===== src/cpd_pkg.sv =====
// Shared types and constants for the COBS packet deframer.
`default_nettype none
package cpd_pkg;

  localparam int HEADER_BYTES = 11;
  localparam int COUNT_BITS = 18;
  localparam int TYPE_BYTE_INDEX = 0;
  localparam int LEN_FIRST_INDEX = 7;
  localparam int LEN_LAST_INDEX = 10;
  localparam int QUEUE_DEPTH = 4;

  localparam int TYPE_W = 8;
  localparam int MAX_PAYLOAD_W = 17;
  localparam int MAX_ENCODED_W = 18;
  localparam int CFG_DATA_W = 18;
  localparam int CFG_INDEX_W = 2;
  localparam int LENGTH_W = 32;

  localparam logic [TYPE_W-1:0] EXPECTED_TYPE_RESET = 8'h01;
  localparam logic [MAX_PAYLOAD_W-1:0] MAX_PAYLOAD_RESET = 17'(120 * 1024);
  localparam logic [MAX_ENCODED_W-1:0] MAX_ENCODED_RESET = 18'(120 * 1024 + 256);

  localparam logic [7:0] DELIMITER = 8'h00;
  localparam logic [7:0] FULL_BLOCK_CODE = 8'hFF;
  localparam logic [7:0] CODE_STEP = 8'h01;

  localparam logic [CFG_INDEX_W-1:0] REG_EXPECTED_TYPE = 2'd0;
  localparam logic [CFG_INDEX_W-1:0] REG_MAX_PAYLOAD = 2'd1;
  localparam logic [CFG_INDEX_W-1:0] REG_MAX_ENCODED = 2'd2;

  typedef enum logic [1:0] {
    ST_GOOD       = 2'd0,
    ST_SHORT      = 2'd1,
    ST_BAD_HEADER = 2'd2,
    ST_OVERFLOW   = 2'd3
  } status_t;

  typedef enum logic [1:0] {
    CMD_DATA,
    CMD_END_DELIM,
    CMD_END_OVF
  } cmd_kind_t;

  typedef struct packed {
    cmd_kind_t  kind;
    logic       truncated;
    logic [7:0] data;
  } cmd_t;

  typedef struct packed {
    logic full;
    logic empty;
  } q_status_t;

endpackage
`default_nettype wire


===== src/cpd_front.sv =====
// Front end: COBS code tracking, overflow check and command generation.
`default_nettype none
module cpd_front #(
  parameter int COUNT_BITS = cpd_pkg::COUNT_BITS
) (
  input  wire                                   clk,
  input  wire                                   rst,
  input  wire                                   rx_valid,
  input  wire  [7:0]                            rx_byte,
  input  wire  [cpd_pkg::MAX_ENCODED_W-1:0]     max_encoded,
  input  cpd_pkg::q_status_t                    q_status,
  output logic                                  push,
  output cpd_pkg::cmd_t                         cmd
);

  localparam int CMP_W = (COUNT_BITS > cpd_pkg::MAX_ENCODED_W) ?
                         COUNT_BITS : cpd_pkg::MAX_ENCODED_W;

  logic [COUNT_BITS-1:0] encoded_count;
  logic [COUNT_BITS-1:0] encoded_count_next;
  logic [7:0]            block_remaining;
  logic [7:0]            block_remaining_next;
  logic                  pending_zero;
  logic                  pending_zero_next;
  logic                  accept;
  logic                  overflow;

  assign accept = rx_valid && !q_status.full;
  assign overflow = (CMP_W'(encoded_count) >= CMP_W'(max_encoded)) || (&encoded_count);

  always_comb begin
    encoded_count_next   = encoded_count;
    block_remaining_next = block_remaining;
    pending_zero_next    = pending_zero;
    push                 = 1'b0;
    cmd.kind             = cpd_pkg::CMD_DATA;
    cmd.truncated        = 1'b0;
    cmd.data             = 8'h00;
    if (accept) begin
      if (rx_byte == cpd_pkg::DELIMITER) begin
        push                 = 1'b1;
        cmd.kind             = cpd_pkg::CMD_END_DELIM;
        cmd.truncated        = (block_remaining != 8'h00);
        encoded_count_next   = '0;
        block_remaining_next = 8'h00;
        pending_zero_next    = 1'b0;
      end else if (overflow) begin
        push                 = 1'b1;
        cmd.kind             = cpd_pkg::CMD_END_OVF;
        encoded_count_next   = '0;
        block_remaining_next = 8'h00;
        pending_zero_next    = 1'b0;
      end else begin
        encoded_count_next = encoded_count + COUNT_BITS'(1);
        if (block_remaining == 8'h00) begin
          push                 = pending_zero;
          block_remaining_next = rx_byte - cpd_pkg::CODE_STEP;
          pending_zero_next    = (rx_byte != cpd_pkg::FULL_BLOCK_CODE);
        end else begin
          push                 = 1'b1;
          cmd.data             = rx_byte;
          block_remaining_next = block_remaining - cpd_pkg::CODE_STEP;
        end
      end
    end
  end

  always_ff @(posedge clk) begin
    if (rst) begin
      encoded_count   <= '0;
      block_remaining <= 8'h00;
      pending_zero    <= 1'b0;
    end else begin
      encoded_count   <= encoded_count_next;
      block_remaining <= block_remaining_next;
      pending_zero    <= pending_zero_next;
    end
  end

endmodule
`default_nettype wire


===== src/cpd_queue.sv =====
// Command queue between the front end and the back end.
`default_nettype none
module cpd_queue #(
  parameter int DEPTH = cpd_pkg::QUEUE_DEPTH
) (
  input  wire                 clk,
  input  wire                 rst,
  input  wire                 push,
  input  cpd_pkg::cmd_t       push_cmd,
  input  wire                 pop,
  output cpd_pkg::cmd_t       pop_cmd,
  output cpd_pkg::q_status_t  q_status
);

  localparam int PTR_W = (DEPTH > 1) ? $clog2(DEPTH) : 1;
  localparam int CNT_W = $clog2(DEPTH + 1);

  cpd_pkg::cmd_t    entries [DEPTH];
  logic [PTR_W-1:0] wr_ptr;
  logic [PTR_W-1:0] rd_ptr;
  logic [CNT_W-1:0] count;
  logic             do_push;
  logic             do_pop;

  assign q_status.full  = (count == CNT_W'(DEPTH));
  assign q_status.empty = (count == '0);
  assign do_push = push && !q_status.full;
  assign do_pop  = pop && !q_status.empty;
  assign pop_cmd = entries[rd_ptr];

  always_ff @(posedge clk) begin
    if (do_push) begin
      entries[wr_ptr] <= push_cmd;
    end
  end

  always_ff @(posedge clk) begin
    if (rst) begin
      wr_ptr <= '0;
      rd_ptr <= '0;
      count  <= '0;
    end else begin
      if (do_push) begin
        wr_ptr <= (wr_ptr == PTR_W'(DEPTH - 1)) ? '0 : wr_ptr + PTR_W'(1);
      end
      if (do_pop) begin
        rd_ptr <= (rd_ptr == PTR_W'(DEPTH - 1)) ? '0 : rd_ptr + PTR_W'(1);
      end
      if (do_push && !do_pop) begin
        count <= count + CNT_W'(1);
      end else if (do_pop && !do_push) begin
        count <= count - CNT_W'(1);
      end
    end
  end

endmodule
`default_nettype wire


===== src/cpd_back.sv =====
// Back end: header capture, status evaluation and result register.
`default_nettype none
module cpd_back #(
  parameter int COUNT_BITS = cpd_pkg::COUNT_BITS
) (
  input  wire                                   clk,
  input  wire                                   rst,
  input  cpd_pkg::cmd_t                         cmd,
  input  cpd_pkg::q_status_t                    q_status,
  output logic                                  pop,
  input  wire  [cpd_pkg::TYPE_W-1:0]            expected_type,
  input  wire  [cpd_pkg::MAX_PAYLOAD_W-1:0]     max_payload,
  output logic                                  res_valid,
  input  wire                                   res_stall,
  output logic                                  is_end,
  output logic [7:0]                            data_byte,
  output logic [1:0]                            status,
  output logic [cpd_pkg::LENGTH_W-1:0]          payload_length
);

  localparam int SUM_W = cpd_pkg::LENGTH_W + 1;

  logic [COUNT_BITS-1:0]          decoded_count;
  logic [COUNT_BITS-1:0]          decoded_count_next;
  logic [cpd_pkg::TYPE_W-1:0]     header_type;
  logic [cpd_pkg::TYPE_W-1:0]     header_type_next;
  logic [cpd_pkg::LENGTH_W-1:0]   header_length;
  logic [cpd_pkg::LENGTH_W-1:0]   header_length_next;
  logic [COUNT_BITS-1:0]          len_offset;
  logic                           in_header;
  logic                           in_length;
  logic                           short_pkt;
  logic                           bad_header;
  cpd_pkg::status_t               end_status;
  logic                           load;
  logic                           load_end;
  logic                           res_valid_next;

  assign pop = !q_status.empty && (!res_valid || !res_stall);
  assign in_header = (decoded_count < COUNT_BITS'(cpd_pkg::HEADER_BYTES));
  assign in_length = (decoded_count >= COUNT_BITS'(cpd_pkg::LEN_FIRST_INDEX)) &&
                     (decoded_count <= COUNT_BITS'(cpd_pkg::LEN_LAST_INDEX));
  assign len_offset = decoded_count - COUNT_BITS'(cpd_pkg::LEN_FIRST_INDEX);

  assign short_pkt  = cmd.truncated || in_header;
  assign bad_header = (header_type != expected_type) ||
                      (header_length == '0) ||
                      (header_length > cpd_pkg::LENGTH_W'(max_payload)) ||
                      (SUM_W'(decoded_count) !=
                       SUM_W'(cpd_pkg::HEADER_BYTES) + SUM_W'(header_length));

  always_comb begin
    priority if (cmd.kind == cpd_pkg::CMD_END_OVF) begin
      end_status = cpd_pkg::ST_OVERFLOW;
    end else if (short_pkt) begin
      end_status = cpd_pkg::ST_SHORT;
    end else if (bad_header) begin
      end_status = cpd_pkg::ST_BAD_HEADER;
    end else begin
      end_status = cpd_pkg::ST_GOOD;
    end
  end

  always_comb begin
    decoded_count_next = decoded_count;
    header_type_next   = header_type;
    header_length_next = header_length;
    load               = 1'b0;
    load_end           = 1'b0;
    if (pop) begin
      if (cmd.kind == cpd_pkg::CMD_DATA) begin
        decoded_count_next = decoded_count + COUNT_BITS'(1);
        if (in_header) begin
          if (decoded_count == COUNT_BITS'(cpd_pkg::TYPE_BYTE_INDEX)) begin
            header_type_next = cmd.data;
          end else if (in_length) begin
            header_length_next = header_length |
              (cpd_pkg::LENGTH_W'(cmd.data) << {len_offset[1:0], 3'b000});
          end
        end else begin
          load = 1'b1;
        end
      end else begin
        load               = 1'b1;
        load_end           = 1'b1;
        decoded_count_next = '0;
        header_type_next   = '0;
        header_length_next = '0;
      end
    end
  end

  assign res_valid_next = load || (res_valid && res_stall);

  always_ff @(posedge clk) begin
    if (rst) begin
      res_valid     <= 1'b0;
      decoded_count <= '0;
      header_type   <= '0;
      header_length <= '0;
    end else begin
      res_valid     <= res_valid_next;
      decoded_count <= decoded_count_next;
      header_type   <= header_type_next;
      header_length <= header_length_next;
    end
  end

  always_ff @(posedge clk) begin
    if (load) begin
      is_end         <= load_end;
      data_byte      <= load_end ? 8'h00 : cmd.data;
      status         <= load_end ? end_status : cpd_pkg::ST_GOOD;
      payload_length <= load_end ? header_length : '0;
    end
  end

endmodule
`default_nettype wire


===== src/cobs_packet_deframer_unit.sv =====
// Top level of the COBS packet deframer: registers, front end, queue, back end.
//
//   channel   direction  handshake            payload
//   rx        in         rx_valid / rx_stall  rx_byte
//   res       out        res_valid / res_stall is_end, data_byte, status, payload_length
//   cfg       in         cfg_we               cfg_index, cfg_data
//
// One byte is taken per cycle while the four-entry command queue has room.
// A payload byte is registered in the command queue and then in the result register before it leaves as a result.
// Synchronous reset clears the counters, header capture, queue and result valid.
// A stall on res fills the queue, and rx_stall rises only when the queue is full.
`default_nettype none
module cobs_packet_deframer_unit #(
  parameter int COUNT_BITS  = cpd_pkg::COUNT_BITS,
  parameter int QUEUE_DEPTH = cpd_pkg::QUEUE_DEPTH
) (
  input  wire                                clk,
  input  wire                                rst,
  input  wire                                rx_valid,
  output logic                               rx_stall,
  input  wire  [7:0]                         rx_byte,
  output logic                               res_valid,
  input  wire                                res_stall,
  output logic                               is_end,
  output logic [7:0]                         data_byte,
  output logic [1:0]                         status,
  output logic [cpd_pkg::LENGTH_W-1:0]       payload_length,
  input  wire                                cfg_we,
  input  wire  [cpd_pkg::CFG_INDEX_W-1:0]    cfg_index,
  input  wire  [cpd_pkg::CFG_DATA_W-1:0]     cfg_data
);

  logic [cpd_pkg::TYPE_W-1:0]        expected_type;
  logic [cpd_pkg::MAX_PAYLOAD_W-1:0] max_payload;
  logic [cpd_pkg::MAX_ENCODED_W-1:0] max_encoded;

  cpd_pkg::cmd_t      push_cmd;
  cpd_pkg::cmd_t      pop_cmd;
  cpd_pkg::q_status_t q_status;
  logic               push;
  logic               pop;

  always_ff @(posedge clk) begin
    if (rst) begin
      expected_type <= cpd_pkg::EXPECTED_TYPE_RESET;
      max_payload   <= cpd_pkg::MAX_PAYLOAD_RESET;
      max_encoded   <= cpd_pkg::MAX_ENCODED_RESET;
    end else if (cfg_we) begin
      unique case (cfg_index)
        cpd_pkg::REG_EXPECTED_TYPE: expected_type <= cfg_data[cpd_pkg::TYPE_W-1:0];
        cpd_pkg::REG_MAX_PAYLOAD:   max_payload <= cfg_data[cpd_pkg::MAX_PAYLOAD_W-1:0];
        cpd_pkg::REG_MAX_ENCODED:   max_encoded <= cfg_data[cpd_pkg::MAX_ENCODED_W-1:0];
        default: ;
      endcase
    end
  end

  assign rx_stall = q_status.full;

  cpd_front #(
    .COUNT_BITS (COUNT_BITS)
  ) u_front (
    .clk         (clk),
    .rst         (rst),
    .rx_valid    (rx_valid),
    .rx_byte     (rx_byte),
    .max_encoded (max_encoded),
    .q_status    (q_status),
    .push        (push),
    .cmd         (push_cmd)
  );

  cpd_queue #(
    .DEPTH (QUEUE_DEPTH)
  ) u_queue (
    .clk      (clk),
    .rst      (rst),
    .push     (push),
    .push_cmd (push_cmd),
    .pop      (pop),
    .pop_cmd  (pop_cmd),
    .q_status (q_status)
  );

  cpd_back #(
    .COUNT_BITS (COUNT_BITS)
  ) u_back (
    .clk            (clk),
    .rst            (rst),
    .cmd            (pop_cmd),
    .q_status       (q_status),
    .pop            (pop),
    .expected_type  (expected_type),
    .max_payload    (max_payload),
    .res_valid      (res_valid),
    .res_stall      (res_stall),
    .is_end         (is_end),
    .data_byte      (data_byte),
    .status         (status),
    .payload_length (payload_length)
  );

`ifndef ASSERT_OFF
  a_payload_fields: assert property (@(posedge clk) disable iff (rst)
    res_valid && !is_end |-> status == cpd_pkg::ST_GOOD && payload_length == '0)
    else $error("payload result carries end fields");

  a_end_data_zero: assert property (@(posedge clk) disable iff (rst)
    res_valid && is_end |-> data_byte == 8'h00)
    else $error("end result carries a data byte");

  a_queue_flags: assert property (@(posedge clk) disable iff (rst)
    q_status.full |-> !q_status.empty)
    else $error("queue reports full and empty");

  a_pop_needs_room: assert property (@(posedge clk) disable iff (rst)
    pop |-> !q_status.empty && !(res_valid && res_stall))
    else $error("queue popped while result register is held");
`endif

endmodule
`default_nettype wire


===== config.mk =====
export PLATFORM = sky130hd
export DESIGN_NAME = cobs_packet_deframer_unit
export DESIGN_NICKNAME = d
export VERILOG_FILES = /design/src/cpd_pkg.sv /design/src/cpd_front.sv /design/src/cpd_queue.sv /design/src/cpd_back.sv /design/src/cobs_packet_deframer_unit.sv
export SDC_FILE = /design/constraint.sdc
export NUM_CORES = 1
export LEC_CHECK = 0
export CORE_MARGIN = 2
export CORE_UTILIZATION = 40
export CTS_CLUSTER_DIAMETER = 120
export DETAILED_ROUTE_END_ITERATION = 10
export DONT_BUFFER_PORTS = 1
export PLACE_DENSITY = 0.54
export REMOVE_ABC_BUFFERS = 1
export SLEW_MARGIN = 20
export SYNTH_ARGS = -nofsm -noshare
export SYNTH_HDL_FRONTEND = slang
export SYNTH_HIERARCHICAL = 1
export SYNTH_SLANG_ARGS = --single-unit

===== constraint.sdc =====
create_clock -name clk -period 8.5 [get_ports clk]
set_input_delay 1.7 -clock clk [delete_from_list [all_inputs] [get_ports clk]]
set_output_delay 1.7 -clock clk [all_outputs]
set_load 0.05 [all_outputs]

==> qor.txt <==
top cell type's share of synthesized area: 24.6%
fin crit share: 54.5%
DIE WIDTH: 172 µm
Slew Limit Headroom: 33.2%
Synth Area per Inst: 10.1 µm²
Seq/Total Area, Yosys: 47.9%
Startpoint Class: input pin
hold_buf cts: 0
WL final: 25800 µm
CTS tree: done
outcome: complete, no violations
post-synth top area cell: dfxtp_1
detailed-route DRC error count: 0
n_diodes: 0
Worst Path Max Fanout: 19
GRT Total Usage: 17.7%
CP Data Required Time: 8.95 ns
Synth Flop Type: dfxtp_1
most common cell in the synthesized netlist: dfxtp_1
critical path class: input pin to flip-flop
Clk Latency, worst-skew pair: 0.52 ns
row count: 61
share of layout cells above drive strength 1: 7.52%
Worst Max-Slew Pin Slew: 1.00 ns
Finished Core Util: 44.3%
Worst R2R Start: u_front/encoded_count[15]$_SDFFE_PP0P_
EDFF count, synth: 87
Cell Area, Synth: 11200 µm²
Core Area: 27700 µm²
clk root buf: clkbuf_16
Port Buffers: 0
CP endpoint kind: flip-flop
Worst Hold Launch: max_payload[12]$_SDFFE_PP0P_
Synth area leaders: dfxtp_1, edfxtp_1, ha_1, mux2i_1, nor2_1
FMAX: 216 MHz
cells after synthesis: 1113
PwrDens: 337 nW/µm²
Worst R2R Setup Slack: 4.44 ns
Placer Congestion: 0.917
first-pass GRT wire length: 41600 µm
fraction of registers with async set/reset: 0%
CP bufs+invs: 2
# fillers: 2656
Num CTS Buffers: 25
via count: 7939
Clock Tree Buf Depth: 3
Chip Height: 172 µm
crit-path cells: nor3_1 -> nand4b_1 -> and2_1 -> a21oi_1 -> inv_1 -> nor2_2 -> ha_1 -> inv_1 -> fa_1 -> xor2_1 -> or3_2 -> a21oi_1
crit path DAT: 5.08 ns
vias in the first global route: 7448
Antenna Nets Post-Route: 0
dpl hpwl: 17800 µm
Die ar.: 29400 µm²
final hold violations: 0
area grow syn2layout: 9.29%
Max Slew Vio Count: 0
Synth Warn #: 6
HP Class: flip-flop to flip-flop
Hold Path Stages: 2
Routed WL per cell: 17.4 µm
Max Cap Violations: 0
Synth cell types: 78
Initial DRT Pass Iterations: 5
Avg Vias per Cell: 5.36
Period minus WS final: 4.64 ns
reg2reg path depth: 16
clk slew on worst S/H paths: 0.06 ns
#FFs+latches synth: 225
max incr delay on CP: 0.66 ns
Crit path max-delay family: simple AND/OR/NAND/NOR gates
commonest cells in the netlist: dfxtp_1, nor2_1, edfxtp_1
First DRT Iteration DRCs: 602
H-tree levels: 1
CP max-delay cell: nand4b_1
number of I/O pins: 78
grt total ovfl: 0
Initial Utilization: 40.5%
Leakage: 4.60 nW
final setup fails: 0
CTS Sinks: 225
Post-layout nets: 1168
total setup buffers inserted after CTS: 0
initial antenna violation count: 0
setup TNS: 0 ns
clock skew: 0.0164 ns
RSZ-0062 raised after global routing: no
RR Endpoint: u_queue/count[2]$_SDFFE_PP0P_
post-CTS sizing: 0
pin count of the biggest net entering global routing: 101
worst vdd ir: 205 µV
Worst Hold End: max_payload[12]$_SDFFE_PP0P_
==> cell families after synthesis <==
kind of cell / count (synthesis) / synth area share, %
AO/OA/AOI/OAI: 168 / 9.29
XOR/XNOR: 55 / 4.29
adder cells (fa/ha/maj): 49 / 5.53
buffers and inverters: 117 / 4.80
flip-flops: 225 / 47.9
multiplexers: 61 / 6.67
AND/OR/NAND/NOR: 438 / 21.6
==> stage by stage <==
stage	worst slack [ns]	instances	hold slack, ns	area [µm²]	total power, mW
floorplan	3.86	1053	0.442	10900	2.70
global placement	3.37	1437	0.460	11400	3.04
detailed placement	3.34	1437	0.462	11400	3.05
CTS	3.87	1481	0.474	12300	4.18
global route	3.50	1481	0.486	12300	4.36
finish	3.86	1481	0.470	12300	4.13
==> power by group <==
group	switching [mW]	internal [mW]	total [mW]
clock network	0.428	0.689	1.12
logic	0.695	0.392	1.09
registers	0.521	1.41	1.93
==> layout make-up <==
cell class                      count  area (µm²)  area share [%]
Sequential cell                   225        5380            43.8
Multi-Input combinational cell    771        5330            43.4
Clock buffer                       30         644            5.25
Tap cell                          378         473            3.85
Inverter                           57         219            1.78
Clock inverter                     14         194            1.58
Timing Repair Buffer                6        45.0           0.367
==> sequential cells by signal, indices dropped and copies added, names as in the netlist, 2 cells and up, named ones only <==
| signal | cells |
|---|---|
| u_queue/entries | 44 |
| u_back/header_length | 32 |
| u_back/payload_length | 32 |
| max_encoded | 18 |
| u_back/decoded_count | 18 |
| u_front/encoded_count | 18 |
| max_payload | 17 |
| expected_type | 8 |
| u_back/data_byte | 8 |
| u_back/header_type | 8 |
| u_front/block_remaining | 8 |
| u_queue/count | 3 |
| u_back/status | 2 |
| u_queue/rd_ptr | 2 |
| u_queue/wr_ptr | 2 |
==> cell usage in the layout, fill, tap and decap left out, types with 10 or more instances in the layout <==
| cell type | Yosys | routed |
|---|---|---|
| a21oi_1 | 75 | 75 |
| and2_1 | 31 | 31 |
| and3_1 | 11 | 11 |
| and4_1 | 10 | 10 |
| clkbuf_16 | 0 | 25 |
| dfxtp_1 | 138 | 138 |
| edfxtp_1 | 87 | 87 |
| ha_1 | 48 | 48 |
| inv_1 | 55 | 54 |
| mux2i_1 | 49 | 49 |
| mux4_2 | 11 | 11 |
| nand2_1 | 50 | 50 |
| nand2b_1 | 56 | 56 |
| nand3_1 | 21 | 21 |
| nand4_1 | 29 | 29 |
| nor2_1 | 118 | 117 |
| nor2b_1 | 14 | 14 |
| nor3_1 | 26 | 26 |
| nor4_1 | 19 | 19 |
| o21ai_0 | 28 | 28 |
| or3_1 | 10 | 10 |
| xnor2_1 | 25 | 25 |
| xor2_1 | 30 | 30 |
==> worst max path at each step <==
stage	slack, ns	start	endpoint	cells after the start
finish	3.86	rx_byte[2]	u_queue/count[2]$_SDFFE_PP0P_	12
global route	3.50	rx_byte[2]	u_queue/count[2]$_SDFFE_PP0P_	12
floorplan	3.86	rx_byte[2]	u_queue/count[2]$_SDFFE_PP0P_	12
global placement	3.37	rx_byte[2]	u_queue/count[2]$_SDFFE_PP0P_	12
CTS	3.87	rx_byte[2]	u_queue/count[2]$_SDFFE_PP0P_	12
detailed placement	3.34	rx_byte[2]	u_queue/count[2]$_SDFFE_PP0P_	12
==> tightest hold or removal path: cells and delay by family, from the launching register on <==
| family | cells | cell delay (ns) |
|---|---|---|
| simple gates | 1 | 0.06 |
| flops | 1 | 0.31 |
| mux | 1 | 0.05 |
==> routing by layer <==
layer	GRT usage, %	vias up	routed length (µm)
met4	3.54	0	451
met2	27.3	201	11300
met1	26.3	3795	12800
li1	-	3915	-
met3	2.78	28	1290
met5	0	-	0
Note: power is estimated with default switching activity, not from simulation.
